**src/rtl/lppd_pkg.sv**
```systemverilog
`timescale 1ns / 1ps

package lppd_pkg;

	typedef enum logic [1:0] {
		KIND_PAYLOAD   = 2'd0,
		KIND_EMPTY     = 2'd1,
		KIND_MALFORMED = 2'd2
	} kind_t;

	localparam logic [2:0]  HEADER_BYTES    = 3'd6;
	localparam logic [15:0] MIN_SIZE        = 16'd4;
	localparam logic [15:0] MAX_SIZE_RESET  = 16'd10240;

endpackage

```
**src/rtl/length_prefixed_packet_deframer_top.sv**
```systemverilog
`timescale 1ns / 1ps

// Deframes a received byte stream into packets, one byte per request.
// Each packet opens with a six-byte header: a big-endian 16-bit size and a
// little-endian 32-bit opcode. Payload bytes (size minus four of them) come
// out one per result, tagged with the low opcode bits and first/last marks.
// A packet without payload gives one completion result. A header whose size
// is below four, or whose size or opcode exceeds the limit max_size_q, gives a
// malformed result, and every later byte is reported malformed until reset.
// The input channel is data_byte with in_valid/in_stall; the output channel
// carries kind, opcode, payload_byte, first_byte, last_byte and
// payload_length with out_valid/out_stall. A taken byte waits in the input
// register and is decoded into the result register once the output is free.
// Header bytes give no result, but for the last byte of a malformed header
// or of a header without payload. One byte is taken per cycle as long as the
// output moves. When the receiver stalls, the result register holds and the
// input register fills, and in_stall rises once both are full. Reset clears
// the pipeline, the packet state, the sticky error and sets the limit to 10240.
module length_prefixed_packet_deframer_top (
	input  logic                  clk,
	input  logic                  arst_n,
	input  logic                  cfg_wr_en,
	input  logic [15:0]           cfg_wr_data,
	input  logic                  in_valid,
	output logic                  in_stall,
	input  logic [7:0]            data_byte,
	output logic                  out_valid,
	input  logic                  out_stall,
	output lppd_pkg::kind_t       kind,
	output logic [15:0]           opcode,
	output logic [7:0]            payload_byte,
	output logic                  first_byte,
	output logic                  last_byte,
	output logic [15:0]           payload_length
);
	import lppd_pkg::*;

	logic        valid_s1;
	logic [7:0]  byte_s1;
	logic        out_valid_q;
	kind_t       kind_q;
	logic [15:0] opcode_q;
	logic [7:0]  payload_byte_q;
	logic        first_q;
	logic        last_q;
	logic [15:0] payload_length_q;

	logic [15:0] max_size_q;
	logic [2:0]  header_count_q;
	logic [15:0] size_q;
	logic [31:0] opcode_acc_q;
	logic        in_payload_q;
	logic [15:0] remaining_q;
	logic        error_q;

	logic        out_free;
	logic        advance;
	logic        in_take;

	logic [2:0]  header_count_d;
	logic [15:0] size_d;
	logic [31:0] opcode_acc_d;
	logic        in_payload_d;
	logic [15:0] remaining_d;
	logic        error_d;
	logic        res_valid;
	kind_t       res_kind;
	logic [15:0] res_opcode;
	logic [7:0]  res_byte;
	logic        res_first;
	logic        res_last;
	logic [15:0] res_length;

	assign out_free = !out_valid_q || !out_stall;
	assign advance  = valid_s1 && out_free;
	assign in_stall = valid_s1 && !out_free;
	assign in_take  = in_valid && !in_stall;

	always_comb begin
		logic [15:0] plen;
		logic        bad;
		plen           = size_q - MIN_SIZE;
		bad            = 1'b0;
		header_count_d = header_count_q;
		size_d         = size_q;
		opcode_acc_d   = opcode_acc_q;
		in_payload_d   = in_payload_q;
		remaining_d    = remaining_q;
		error_d        = error_q;
		res_valid      = 1'b0;
		res_kind       = KIND_MALFORMED;
		res_opcode     = 16'd0;
		res_byte       = 8'd0;
		res_first      = 1'b0;
		res_last       = 1'b0;
		res_length     = 16'd0;
		if (error_q) begin
			res_valid = 1'b1;
		end else if (in_payload_q) begin
			res_valid  = 1'b1;
			res_kind   = KIND_PAYLOAD;
			res_opcode = opcode_acc_q[15:0];
			res_byte   = byte_s1;
			res_first  = (remaining_q == plen);
			res_last   = (remaining_q <= 16'd1);
			res_length = plen;
			if (res_last) begin
				header_count_d = 3'd0;
				size_d         = 16'd0;
				opcode_acc_d   = 32'd0;
				in_payload_d   = 1'b0;
				remaining_d    = 16'd0;
			end else begin
				remaining_d = remaining_q - 16'd1;
			end
		end else begin
			case (header_count_q)
				3'd0, 3'd1: size_d = {size_q[7:0], byte_s1};
				3'd2: opcode_acc_d[7:0]   = opcode_acc_q[7:0]   | byte_s1;
				3'd3: opcode_acc_d[15:8]  = opcode_acc_q[15:8]  | byte_s1;
				3'd4: opcode_acc_d[23:16] = opcode_acc_q[23:16] | byte_s1;
				3'd5: opcode_acc_d[31:24] = opcode_acc_q[31:24] | byte_s1;
				default: ;
			endcase
			header_count_d = header_count_q + 3'd1;
			if (header_count_d == HEADER_BYTES) begin
				bad = (size_d < MIN_SIZE) || (size_d > max_size_q) ||
					(opcode_acc_d[31:16] != 16'd0) || (opcode_acc_d[15:0] > max_size_q);
				res_valid = 1'b1;
				if (bad) begin
					error_d        = 1'b1;
					header_count_d = 3'd0;
					size_d         = 16'd0;
					opcode_acc_d   = 32'd0;
					remaining_d    = 16'd0;
				end else if (size_d == MIN_SIZE) begin
					res_kind       = KIND_EMPTY;
					res_opcode     = opcode_acc_d[15:0];
					res_last       = 1'b1;
					header_count_d = 3'd0;
					size_d         = 16'd0;
					opcode_acc_d   = 32'd0;
				end else begin
					res_valid      = 1'b0;
					in_payload_d   = 1'b1;
					remaining_d    = size_d - MIN_SIZE;
					header_count_d = 3'd0;
				end
			end
		end
	end

	always_ff @(posedge clk or negedge arst_n) begin
		if (!arst_n) begin
			valid_s1       <= 1'b0;
			out_valid_q    <= 1'b0;
			max_size_q     <= MAX_SIZE_RESET;
			header_count_q <= 3'd0;
			size_q         <= 16'd0;
			opcode_acc_q   <= 32'd0;
			in_payload_q   <= 1'b0;
			remaining_q    <= 16'd0;
			error_q        <= 1'b0;
		end else begin
			if (cfg_wr_en) begin
				max_size_q <= cfg_wr_data;
			end
			if (in_take) begin
				valid_s1 <= 1'b1;
			end else if (advance) begin
				valid_s1 <= 1'b0;
			end
			if (advance) begin
				header_count_q <= header_count_d;
				size_q         <= size_d;
				opcode_acc_q   <= opcode_acc_d;
				in_payload_q   <= in_payload_d;
				remaining_q    <= remaining_d;
				error_q        <= error_d;
			end
			if (out_free) begin
				out_valid_q <= advance && res_valid;
			end
		end
	end

	always_ff @(posedge clk) begin
		if (in_take) begin
			byte_s1 <= data_byte;
		end
		if (advance && res_valid) begin
			kind_q           <= res_kind;
			opcode_q         <= res_opcode;
			payload_byte_q   <= res_byte;
			first_q          <= res_first;
			last_q           <= res_last;
			payload_length_q <= res_length;
		end
	end

	assign out_valid      = out_valid_q;
	assign kind           = kind_q;
	assign opcode         = opcode_q;
	assign payload_byte   = payload_byte_q;
	assign first_byte     = first_q;
	assign last_byte      = last_q;
	assign payload_length = payload_length_q;

endmodule
```
**config.mk**
```make
export PLATFORM = sky130hd
export DESIGN_NAME = length_prefixed_packet_deframer_top
export DESIGN_NICKNAME = d
export VERILOG_FILES = /design/src/rtl/lppd_pkg.sv /design/src/rtl/length_prefixed_packet_deframer_top.sv
export SDC_FILE = /design/constraint.sdc
export NUM_CORES = 1
export LEC_CHECK = 0
export ABC_AREA = 0
export BUFFER_PORTS_ARGS = -buffer_cell sky130_fd_sc_hd__buf_2
export CAP_MARGIN = 5
export CORE_UTILIZATION = 60
export DETAILED_ROUTE_END_ITERATION = 8
export PLACE_DENSITY_LB_ADDON = 0.15
export SYNTH_ARGS = -nofsm -noshare
export SYNTH_HDL_FRONTEND = slang
export SYNTH_SLANG_ARGS = --single-unit
export TNS_END_PERCENT = 20
```
**constraint.sdc**
```tcl
create_clock -name clk -period 7.9 [get_ports clk]
set_clock_uncertainty 0.2 [all_clocks]
set_input_delay 1.185 -clock clk [delete_from_list [all_inputs] [get_ports clk]]
set_output_delay 1.185 -clock clk [all_outputs]
set_load 0.01 [all_outputs]
```
Word-level counts from Yosys, hierarchy flattened
Index checks and enable logic that the tools add are counted.
{ "word_totals": {"register_bits": 139, "latch_bits": 0, "ram_bits": 0, "mem_bits_ro": 0, "n_memories": 0} }
{ "classes": {"n_addsub": 4, "n_mul": 0, "n_div": 0, "magnitude_cmp": 4, "eq_ne": 10, "shift": 0, "mux": 60, "bitwise": 7, "reduce_logical": 22} }
{ "ops": {"columns": ["cell", "n"], "rows": [
  ["$mux W16", 17],
  ["$mux W32", 5],
  ["$mux W8", 12],
  ["$gt A16 B16 Y1", 2],
  ["$or A8 B8 Y8", 4],
  ["$sub A16 B3 Y16 const B", 2],
  ["$mux W1", 19],
  ["$eq A16 B16 Y1", 1],
  ["$eq A16 B3 Y1 const B", 1],
  ["$le A16 B1 Y1 const B", 1],
  ["$lt A16 B3 Y1 const B", 1],
  ["$reduce_bool A16 Y1", 1],
  ["$sub A16 B1 Y16 const B", 1],
  ["$eq A3 B3 Y1 const B", 3],
  ["$mux W3", 3],
  ["$mux W2", 4],
  ["$eq A3 B2 Y1 const B", 2],
  ["$logic_and A1 B1 Y1", 4],
  ["$logic_not A1 Y1", 4],
  ["$logic_or A1 B1 Y1", 4],
  ["$reduce_and A4 Y1", 1],
  ["$reduce_bool A2 Y1", 2],
  ["$reduce_or A2 Y1", 2],
  ["$reduce_or A4 Y1", 1],
  ["8 further kinds", 10]
]} }

Longest topological paths before layout
Gate-level depths: netlist of the first run.
{ "logic_depth": {"ltp_word": 14, "depth_mapped": 17, "mapped_depth_nobuf": 14} }

Worst setup path before layout of the first run
No wires, ideal clock.
{ "synth_timing": {"path_kind": "register to register", "startpoint": "register header_count_q[0]", "endpoint": "register first_q, in the netlist first_byte, enable pin", "t_arrival_ns": 5.306, "path_slack_ns": 1.934, "path_stages_with_launch": 17, "n_path_buf": 3, "period_less_slack_ns": 5.966, "path_cell_list": "dfrtp_1 > inv_1 > ha_1 > o21bai_2 > clkbuf_1 > buf_1 > nand2_1 > nand2_1 > ha_1 > nand4_1 > nor3_1 > a21boi_0 > o31a_2 > a211o_2 > o21ai_4 > buf_6 > a21oi_1"} }
{ "synth_between": {"elab_chain_cells": 14} }
{ "synth_rtl": {"columns": ["item", "line_no", "text"], "rows": [
  ["start, declared", "length_prefixed_packet_deframer_top.sv:49", "logic [2:0] header_count_q;"],
  ["start signal, assigned", "length_prefixed_packet_deframer_top.sv:174", "header_count_q <= header_count_d;"],
  ["$eq A3 B1 Y1 / $logic_not A3 Y1 (equally long branches)", "length_prefixed_packet_deframer_top.sv:117", "case (header_count_q)"],
  ["$reduce_or A2 Y1", "length_prefixed_packet_deframer_top.sv:117", null],
  ["$mux W16", "length_prefixed_packet_deframer_top.sv:117", null],
  ["$mux W16", "length_prefixed_packet_deframer_top.sv:99", "end else if (in_payload_q) begin"],
  ["$mux W16", "length_prefixed_packet_deframer_top.sv:97", "if (error_q) begin"],
  ["$lt A16 B3 Y1 / $gt A16 B16 Y1 (equally long branches)", "length_prefixed_packet_deframer_top.sv:127", "bad = (size_d < MIN_SIZE) || (size_d > max_size_q) ||"],
  ["$logic_or A1 B1 Y1 (2 in series)", "length_prefixed_packet_deframer_top.sv:127", null],
  ["$logic_or A1 B1 Y1", "length_prefixed_packet_deframer_top.sv:128", "(opcode_acc_d[31:16] != 16'd0) || (opcode_acc_d[15:0] > max_size_q);"],
  ["$mux W1", "length_prefixed_packet_deframer_top.sv:130", "if (bad) begin"],
  ["$mux W1 (*)", "length_prefixed_packet_deframer_top.sv:126", "if (header_count_d == HEADER_BYTES) begin"],
  ["$mux W1 (*)", "length_prefixed_packet_deframer_top.sv:99", null],
  ["$mux W1 (*)", "length_prefixed_packet_deframer_top.sv:97", null],
  ["$logic_and A1 B1 Y1 (*)", "length_prefixed_packet_deframer_top.sv:191", "if (advance && res_valid) begin"],
  ["end signal, assigned", "length_prefixed_packet_deframer_top.sv:195", "first_q <= res_first;"],
  ["end, declared", "length_prefixed_packet_deframer_top.sv:44", "logic first_q;"]
]} }
Mark *: on every way between the ends. The rest lies on a longest branch, timed or not. The select of a mux whose other input is x is not followed.
A chain may end at the register's enable or synchronous reset.

Worst setup path after layout of the first run
{ "layout_timing": {"startpoint": "register header_count_q[0]", "endpoint": "register last_q, in the netlist last_byte, enable pin"} }
{ "layout_between": {"elab_chain_cells": 14} }
{ "layout_rtl": {"columns": ["item", "line_no", "text"], "rows": [
  ["$eq A3 B1 Y1 / $logic_not A3 Y1 (equally long branches)", "length_prefixed_packet_deframer_top.sv:117", null],
  ["$reduce_or A2 Y1", "length_prefixed_packet_deframer_top.sv:117", null],
  ["$mux W16", "length_prefixed_packet_deframer_top.sv:117", null],
  ["$mux W16", "length_prefixed_packet_deframer_top.sv:99", null],
  ["$mux W16", "length_prefixed_packet_deframer_top.sv:97", null],
  ["$lt A16 B3 Y1 / $gt A16 B16 Y1 (equally long branches)", "length_prefixed_packet_deframer_top.sv:127", null],
  ["$logic_or A1 B1 Y1 (2 in series)", "length_prefixed_packet_deframer_top.sv:127", null],
  ["$logic_or A1 B1 Y1", "length_prefixed_packet_deframer_top.sv:128", null],
  ["$mux W1", "length_prefixed_packet_deframer_top.sv:130", null],
  ["$mux W1 (*)", "length_prefixed_packet_deframer_top.sv:126", null],
  ["$mux W1 (*)", "length_prefixed_packet_deframer_top.sv:99", null],
  ["$mux W1 (*)", "length_prefixed_packet_deframer_top.sv:97", null],
  ["$logic_and A1 B1 Y1 (*)", "length_prefixed_packet_deframer_top.sv:191", null],
  ["end signal, assigned", "length_prefixed_packet_deframer_top.sv:196", "last_q <= res_last;"],
  ["end, declared", "length_prefixed_packet_deframer_top.sv:45", "logic last_q;"]
]} }
Marks and branches as above.

==> impl_metrics.env, run 1 <==
export IMPL_status="finished, final reports clean"
export IMPL_rrSetupSlack_ns=2.46
export IMPL_total_power_mw=4.352
export IMPL_report_final_hold_viol_count=0
export IMPL_cts_root_buf="clkbuf_16"
export IMPL_worst_slew_pin_slew_ns=1.124
export IMPL_cts_resized=0
export IMPL_worstPathCellList="inv_1 > ha_1 > o21bai_2 > o21ai_0 > ha_1 > nand4_1 > a311oi_1 > a211o_2 > o31a_2 > a211o_2 > o21ai_4 > a21oi_4 > buf_4"
export IMPL_ys_seq_area_share_pct=44.38
export IMPL_rr_startpoint="header_count_q[0]"
export IMPL_track_usage_pct=32.40
export IMPL_p_leak_nw=4.181
export IMPL_critical_path_class="reg -> reg"
export IMPL_synth_edf_count=52
export IMPL_ys_top_cells_by_area="dfrtp_1 25%, edfxtp_1 19%, ha_1 6.4%"
export IMPL_die_area_um2=14530
export IMPL_finalSetupTns_ns=0
export IMPL_period_needed_ns=5.435
export IMPL_min_from="opcode_acc_q[23]"
export IMPL_grt_pass1_vias=6491
export IMPL_area_growth_pct=10.72
export IMPL_r2r_end="last_byte"
export IMPL_crit_path_start_kind="flip-flop"
export IMPL_worstSkewPairLatency_ns=0.43
export IMPL_std_cell_rows=42
export IMPL_max_clock_freq_mhz=184.0
export IMPL_p_per_area_nw_per_um2=466.4
export IMPL_clk_pin_slew_ns=0.06
export IMPL_wl_per_cell_um=21.19
export IMPL_end_kind="flip-flop"
export IMPL_slowest_stage="o21bai_2"
export IMPL_drtPass1Iterations=5
export IMPL_rsz0062_at_grt="no"
export IMPL_hold_depth=2
export IMPL_dieWidth_um=120.5
export IMPL_synth_largest_area_cell="dfrtp_1"
export IMPL_drv_cap=0
export IMPL_hold_path_class="reg -> reg"
export IMPL_num_antenna_cells=0
export IMPL_hpwlAfterDp_um=15650
export IMPL_ant_nets=0
export IMPL_yosys_warnings=0
export IMPL_peakVddDrop_mv=0.2413
export IMPL_synth_area_um2=8429
export IMPL_io_buffer_count=74
export IMPL_synthDistinctLibCells=80
export IMPL_grt_overflow=0
export IMPL_drive_above_1_share_pct=22.75
export IMPL_numCtsBuffers=17
export IMPL_grt_max_degree=78
export IMPL_synth_seq_cells=139
export IMPL_clock_sinks=139
export IMPL_ctsHtreeMaxLevel=4
export IMPL_drt_wl_total_um=22550
export IMPL_cts_tree="done"
export IMPL_min_to="opcode_acc_q[23]"
export IMPL_start_util_pct=62.66
export IMPL_synth_commonest_cells="95 x nand2_1, 85 x dfrtp_1, 80 x a21oi_1, 52 x edfxtp_1, 48 x nor2_1"
export IMPL_holdBufCountCts=0
export IMPL_gp_congestion=0.9332
export IMPL_post_cts_buffers=0
export IMPL_rr_worst_depth=13
export IMPL_clockBufferDepth=2
export IMPL_vias=6826
export IMPL_drt_iter0_drc=803
export IMPL_crit_arrival_ns=5.38
export IMPL_nets=947
export IMPL_ys_async_sr_fraction_pct=62.59
export IMPL_fp_coreArea_um2=13450
export IMPL_io_pins=75
export IMPL_relSlewSlack_pct=24.90
export IMPL_synthesis_nets=907
export IMPL_via_per_inst=6.415
export IMPL_antenna_found_initial=0
export IMPL_die_h_um=120.5
export IMPL_grt_pass1_wl_um=35100
export IMPL_synthCells=835
export IMPL_synthFlopType="dfrtp_1"
export IMPL_required_ns=7.84
export IMPL_synth_top_area_share_pct=25.23
export IMPL_setup_violations=0
export IMPL_slew_violations=0
export IMPL_path_max_fanout=27
export IMPL_slowest_delay_ns=0.85
export IMPL_layout_worst_path_cycle_share_pct=68.80
export IMPL_synth_most_common_cell="nand2_1"
export IMPL_drc=0
export IMPL_avgSynthCellArea_um2=10.10
area by class of cell:
| type | instances | area, um^2 |
|---|---|---|
| fill | 1044 | 4120 |
| clock inverter | 12 | 140.1 |
| multi-input combinational | 605 | 4250 |
| timing repair buffer | 81 | 425.4 |
| tap | 176 | 220.2 |
| inverter | 31 | 118.9 |
| clock buffer | 20 | 436.7 |
| sequential | 139 | 3741 |
registers in the layout (all words and copies together), names as in the netlist:
signal	flops
opcode_acc_q	32
max_size_q	16
opcode	16
payload_length	16
remaining_q	16
size_q	16
byte_s1	8
payload_byte	8
header_count_q	3
kind	2
error_q	1
first_byte	1
in_payload_q	1
last_byte	1
out_valid	1
valid_s1	1
where the power goes:
group	internal [mW]	switching, mW	total [mW]
combinational	0.839	1.45	2.29
sequential	1.01	0.267	1.28
clock	0.468	0.318	0.786
cell usage in the layout, fill, tap and decap left out, drive strengths merged, types with 17 or more instances in the layout:
master | Yosys | final
dfrtp | 85 | 85
a21oi | 80 | 80
o21ai | 61 | 61
buf | 26 | 81
inv | 31 | 35
ha | 43 | 43
nor3 | 53 | 53
xnor2 | 23 | 23
nand4 | 20 | 20
nand2 | 95 | 95
xor2 | 21 | 21
edfxtp | 52 | 52
clkbuf | 33 | 20
a21o | 17 | 17
nor2 | 48 | 48
worst max-delay path: cells and delay by family, from the launching register on:
family | cells | cell delay [ns]
fa+ha+maj | 2 | 0.69
simple gates | 1 | 0.14
flops | 1 | 0.40
compound gates | 8 | 3.22
buf+inv | 2 | 0.44
metal layers:
metal,global-route usage [%],vias up,routed length [um]
met5,0,-,0
met4,13.97,0,753
met3,8.396,62,1837
met2,49.28,336,10280
met1,43.83,3336,9683
li1,-,3092,-
cell families after synthesis:
| kind of cell | after synthesis | synth area share, % |
|---|---|---|
| xor gates and xnor gates | 44 | 4.572 |
| and+or+nand+nor | 295 | 19.47 |
| adders and majority gates | 43 | 6.383 |
| AOI/OAI and AO/OA | 214 | 18.44 |
| buffers and inverters | 91 | 5.477 |
| muxes | 9 | 1.276 |
| DFF | 139 | 44.38 |
how the worst max path moves through the flow:
stage	from	endpoint	slack (ns)	cells past startpoint
after CTS	header_count_q[0]	opcode[11]	2.54	13
after global routing	header_count_q[0]	opcode[15]	2.15	13
after detailed placement	header_count_q[0]	opcode[11]	2.56	13
after global placement	header_count_q[0]	opcode[11]	2.76	13
after floorplan	header_count_q[0]	first_byte	1.93	16
final	header_count_q[0]	last_byte	2.46	13
stage by stage:
stage	std cells	setup WS, ns	hold slack [ns]	util [%]	cell area, um^2
2_1_floorplan	835	1.934	0.2924	-	8429
3_3_place_gp	1032	2.764	0.3077	65.09	8756
3_5_place_dp	1032	2.559	0.3165	65.09	8756
4_1_cts	1064	2.539	0.3349	69.37	9333
5_1_grt	1064	2.154	0.3618	69.37	9333
6_report	1064	2.465	0.3304	69.37	9333
Note: power is estimated with default switching activity, not from simulation.
==> run 2: changes to the inputs <==
--- a/config.mk
+++ b/config.mk
@@ -8,7 +8,7 @@
 export ABC_AREA = 0
 export BUFFER_PORTS_ARGS = -buffer_cell sky130_fd_sc_hd__buf_2
 export CAP_MARGIN = 5
-export CORE_UTILIZATION = 60
+export CORE_UTILIZATION = 55
 export DETAILED_ROUTE_END_ITERATION = 8
 export PLACE_DENSITY_LB_ADDON = 0.15
 export SYNTH_ARGS = -nofsm -noshare
==> constraint.sdc (replaced) <==
create_clock -name clk -period 4.6 [get_ports clk]
set_clock_uncertainty 0.2 [all_clocks]
set_input_delay 0.69 -clock clk [delete_from_list [all_inputs] [get_ports clk]]
set_output_delay 0.69 -clock clk [all_outputs]
set_load 0.01 [all_outputs]
==> impl_metrics.env, run 2 (same netlist as run 1, synthesis figures left out) <==
export IMPL_hold_path_class="in -> async"
export IMPL_grt_met1_usage_pct=39.15
export IMPL_required_ns=4.53
export IMPL_top_register="opcode_acc_q"
export IMPL_io_buffer_count=74
export IMPL_antenna_found_initial=0
export IMPL_final_common_cell="nand2_1"
export IMPL_drtPass1Iterations=5
export IMPL_wl_per_cell_um=20.95
export IMPL_worst_slew_pin_slew_ns=0.8986
export IMPL_max_clock_freq_mhz=227.0
export IMPL_num_antenna_cells=0
export IMPL_path_max_fanout=27
export IMPL_clock_sinks=139
export IMPL_die_h_um=125.8
export IMPL_grt_overflow=0
export IMPL_slew_violations=0
export IMPL_p_per_area_nw_per_um2=789.8
export IMPL_drive_above_1_share_pct=25.85
export IMPL_start_util_pct=57.13
export IMPL_grtUsageMet3_pct=7.094
export IMPL_via_per_inst=6.285
export IMPL_nets=976
export IMPL_drt_wl_total_um=23070
export IMPL_report_final_hold_viol_count=0
export IMPL_critical_path_class="reg -> reg"
export IMPL_layout_worst_path_cycle_share_pct=95.76
export IMPL_ctsHtreeMaxLevel=4
export IMPL_drc=0
export IMPL_holdWs_ns=0.09506
export IMPL_clk_pin_slew_ns=0.06
export IMPL_drt_iter0_drc=667
export IMPL_dieWidth_um=125.8
export IMPL_cts_root_buf="clkbuf_16"
export IMPL_busiest_layer="met2"
export IMPL_drv_cap=0
export IMPL_clockBufferDepth=2
export IMPL_period_needed_ns=4.405
export IMPL_area_growth_pct=14.69
export IMPL_numCtsBuffers=17
export IMPL_p_leak_nw=4.367
export IMPL_setup_violations=0
export IMPL_finalSetupTns_ns=0
export IMPL_fp_coreArea_um2=14750
export IMPL_end_kind="flip-flop"
export IMPL_gp_congestion=0.9192
export IMPL_grt_pass1_wl_um=36710
export IMPL_cts_tree="done"
export IMPL_hpwlAfterDp_um=17010
export IMPL_vias=6920
export IMPL_ant_nets=0
export IMPL_post_route_util_pct=65.53
export IMPL_status="finished, final reports clean"
export IMPL_grt_max_degree=54
export IMPL_grt_use_met2_pct=49.31
export IMPL_worstSkewPairLatency_ns=0.44
export IMPL_std_cell_rows=44
export IMPL_io_pins=75
export IMPL_crit_path_start_kind="flip-flop"
export IMPL_crit_arrival_ns=4.34
export IMPL_grt_pass1_vias=6866
export IMPL_layout_common_cells="95 x nand2_1, 85 x dfrtp_1, 79 x a21oi_1"
export IMPL_peakVddDrop_mv=0.3795
export IMPL_rsz0062_at_grt="no"
export IMPL_die_area_um2=15830
export IMPL_track_usage_pct=30.59
export IMPL_largest_reg_flops=32
export IMPL_relSlewSlack_pct=40.09
## run 2: area by class of cell
| cell class | instances | area (um^2) |
|---|---|---|
| Clock buffer | 19 | 464.2 |
| Clock inverter | 13 | 152.6 |
| Fill cell | 1145 | 5086 |
| Inverter | 31 | 118.9 |
| Multi-Input combinational cell | 605 | 4268 |
| Sequential cell | 139 | 3741 |
| Tap cell | 184 | 230.2 |
| Timing Repair Buffer | 110 | 693.2 |
## run 2: worst paths after layout
kind                                    from               end  slack [ns]  cells past startpoint
hold / removal                        arst_n  opcode_acc_q[24]         0.1                      1
hold reg to reg             opcode_acc_q[28]  opcode_acc_q[28]        0.33                      2
setup / recovery           header_count_q[1]   payload_byte[0]        0.20                     13
setup reg to reg           header_count_q[1]   payload_byte[0]        0.20                     13
max in group asynchronous             arst_n    max_size_q[11]        3.08                      2
min in group clk                data_byte[6]        byte_s1[6]        0.22                      1
## run 2: worst max-delay path: stages, from the launching register on
cell      delay (ns)
dfrtp_1         0.40
inv_1           0.14
ha_2            0.26
o21ba_4         0.35
mux2_2          0.41
ha_1            0.30
nand4_1         0.17
nor3_2          0.24
a21boi_0        0.20
o31a_2          0.30
a211o_2         0.21
o21ai_4         0.07
a21oi_4         0.54
buf_12          0.28
## run 2: what timing repair did
action	in CTS	in global routing
endpoints found under the hold margin	0	0
resized for setup	0	4
endpoints found under the setup margin	0	59
buffers inserted	0	7
hold buffers	0	0
## run 2: stage by stage
| stage | setup slack (ns) | cell area (um^2) | total power, mW | std cells |
|---|---|---|---|---|
| after CTS | 0.1107 | 9573 | 7.582 | 1094 |
| final | 0.1951 | 9668 | 7.636 | 1101 |
| after floorplan | 0.06663 | 8441 | 5.029 | 835 |
| after global placement | 0.2956 | 8956 | 6.027 | 1062 |
| after detailed placement | 0.1063 | 8956 | 6.145 | 1062 |
| after global routing | 0.00007283 | 9668 | 8.136 | 1101 |
## run 2: power breakdown
| group | internal (mW) | switching [mW] |
|---|---|---|
| clock network | 0.857 | 0.565 |
| registers | 1.74 | 0.419 |
| logic | 1.58 | 2.48 |
## run 2: layer usage
metal	routed length (um)	vias to the layer above
met2	10970	343
met4	861	0
li1	-	3157
met5	0	-
met3	1780	59
met1	9455	3361
==> run 3: changes to the inputs <==
--- a/config.mk
+++ b/config.mk
@@ -9,8 +9,11 @@
 export BUFFER_PORTS_ARGS = -buffer_cell sky130_fd_sc_hd__buf_2
 export CAP_MARGIN = 5
 export CORE_UTILIZATION = 55
+export CTS_BUF_LIST = sky130_fd_sc_hd__clkbuf_16
 export DETAILED_ROUTE_END_ITERATION = 8
+export HOLD_SLACK_MARGIN = 0.1
 export PLACE_DENSITY_LB_ADDON = 0.15
+export SKIP_LAST_GASP = 1
 export SYNTH_ARGS = -nofsm -noshare
 export SYNTH_HDL_FRONTEND = slang
 export SYNTH_SLANG_ARGS = --single-unit
==> impl_metrics.env, run 3 (same netlist as run 1, synthesis figures left out) <==
export IMPL_status="finished, final reports clean"
export IMPL_num_antenna_cells=0
export IMPL_start_util_pct=57.13
export IMPL_io_buffer_count=74
export IMPL_crit_arrival_ns=4.38
export IMPL_period_needed_ns=4.455
export IMPL_grt_pass1_vias=6839
export IMPL_track_usage_pct=30.46
export IMPL_slew_violations=0
export IMPL_cts_root_buf="clkbuf_16"
export IMPL_internal_power_mw=4.143
export IMPL_clkPwrFrac_pct=18.5
export IMPL_std_cell_rows=44
export IMPL_p_seq_share_pct=28.4
export IMPL_vias=6909
export IMPL_clk_pin_slew_ns=0.06
export IMPL_p_leak_nw=4.363
export IMPL_relSlewSlack_pct=39.55
export IMPL_drt_wl_total_um=23000
export IMPL_antenna_found_initial=0
export IMPL_crit_path_start_kind="flip-flop"
export IMPL_total_power_mw=7.596
export IMPL_worstSkewPairLatency_ns=0.44
export IMPL_switching_share_pct=45.46
export IMPL_required_ns=4.53
export IMPL_fin_ws_ns=0.1454
export IMPL_setup_violations=0
export IMPL_area_growth_pct=14.37
export IMPL_path_max_fanout=27
export IMPL_drv_cap=0
export IMPL_drtPass1Iterations=6
export IMPL_rrSetupSlack_ns=0.15
export IMPL_peakVddDrop_mv=0.3745
export IMPL_clockBufferDepth=2
export IMPL_holdWs_ns=0.09752
export IMPL_clock_sinks=139
export IMPL_drive_above_1_share_pct=25.41
export IMPL_hpwlAfterDp_um=17010
export IMPL_wl_per_cell_um=20.89
export IMPL_max_clock_freq_mhz=224.5
export IMPL_combPwrFrac_pct=53.1
export IMPL_numCtsBuffers=17
export IMPL_worst_slew_pin_slew_ns=0.9067
export IMPL_grt_overflow=0
export IMPL_top_register="opcode_acc_q"
export IMPL_critical_path_class="reg -> reg"
export IMPL_drt_iter0_drc=665
export IMPL_end_kind="flip-flop"
export IMPL_ant_nets=0
export IMPL_cts_tree="done"
export IMPL_die_h_um=125.8
export IMPL_dieWidth_um=125.8
export IMPL_p_per_area_nw_per_um2=788.0
export IMPL_gp_congestion=0.9192
export IMPL_rsz0062_at_grt="yes"
export IMPL_cts_resized=0
export IMPL_fillers=1149
export IMPL_final_common_cell="nand2_1"
export IMPL_r2r_end="payload_byte[0]"
export IMPL_ctsHtreeMaxLevel=4
export IMPL_rr_worst_depth=15
export IMPL_layout_common_cells="95 x nand2_1, 85 x dfrtp_1, 79 x a21oi_1"
export IMPL_layout_worst_path_cycle_share_pct=96.84
export IMPL_grt_max_degree=54
export IMPL_largest_reg_flops=32
export IMPL_fp_coreArea_um2=14750
export IMPL_io_pins=75
export IMPL_hold_path_class="in -> async"
export IMPL_report_final_hold_viol_count=0
export IMPL_nets=976
export IMPL_grt_pass1_wl_um=36540
export IMPL_rr_startpoint="header_count_q[0]"
export IMPL_post_route_util_pct=65.34
export IMPL_via_per_inst=6.275
export IMPL_die_area_um2=15830
export IMPL_switchingPower_mw=3.453
export IMPL_dp_slack_ns=0.1063
export IMPL_drc=0
[run 3: cell types whose count changed in the layout (fill, tap and decap cells not counted)]
cell / delta
ha_1: +2
ha_2: -2
clkbuf_8: -1
clkinv_1: +1
nor3_1: +1
nor3_2: -1
o21bai_2: +1
o21bai_4: -1
[run 3: what timing repair did]
item                       in CTS  in global routing
hold buffers                    0                  0
setup buffers                   0                  7
setup endpoints to repair       0                 59
[run 3: worst max-delay path by stage]
stage,start,end,slack (ns),cells past startpoint
2_1_floorplan,header_count_q[0],first_byte,0.07,16
3_3_place_gp,header_count_q[0],opcode_acc_q[26],0.30,15
3_5_place_dp,header_count_q[0],opcode_acc_q[17],0.11,15
4_1_cts,header_count_q[0],opcode_acc_q[24],0.11,15
5_1_grt,header_count_q[0],payload_byte[0],-0.17,15
6_report,header_count_q[0],payload_byte[0],0.15,15
[run 3: power by group through the flow]
stage	combinational, mW	clock, mW	sequential (mW)
floorplan	3.00	0	2.03
global placement	3.87	0	2.16
detailed placement	3.98	0	2.17
CTS	4.00	1.42	2.15
global route	4.42	1.48	2.20
finish	4.04	1.40	2.16
[run 3: area by class of cell]
type / count / area, um^2 / area share [%]
Clock inverter: 14 / 156.4 / 1.622
Timing Repair Buffer: 110 / 693.2 / 7.190
Multi-Input combinational cell: 605 / 4250 / 44.09
Tap cell: 184 / 230.2 / 2.388
Inverter: 31 / 118.9 / 1.233
Clock buffer: 18 / 450.4 / 4.672
Sequential cell: 139 / 3741 / 38.81
[run 3: metrics by stage]
step	cell area, um^2	TNS (ns)	instances
finish	9641	0	1101
global route	9641	-4.534	1101
CTS	9563	0	1094
detailed placement	8956	0	1062
global placement	8956	0	1062
floorplan	8441	0	835
[run 3: routing by layer]
layer  up-vias  wire length, um  track usage [%]  part of all wire [%]
met5         -                0                0                     0
met4         0              846            14.60                   3.7
met3        63             1763            7.094                   7.7
met2       316            10960            48.92                    48
met1      3375             9430            39.10                    41
li1       3155                -                -                     -
[run 3: worst max-delay path, cell delays in order, from the launching register on]
cell and delay [ns]:
dfrtp_1 0.40, inv_1 0.10, ha_1 0.27, o21bai_2 0.41, buf_4 0.26, nand2_1 0.07, o21ai_0 0.14, ha_1 0.21
nand4_1 0.15, nor3_1 0.29, a21boi_0 0.22, o31a_2 0.30, a211o_2 0.21, o21ai_4 0.07, a21oi_4 0.54, buf_12 0.28
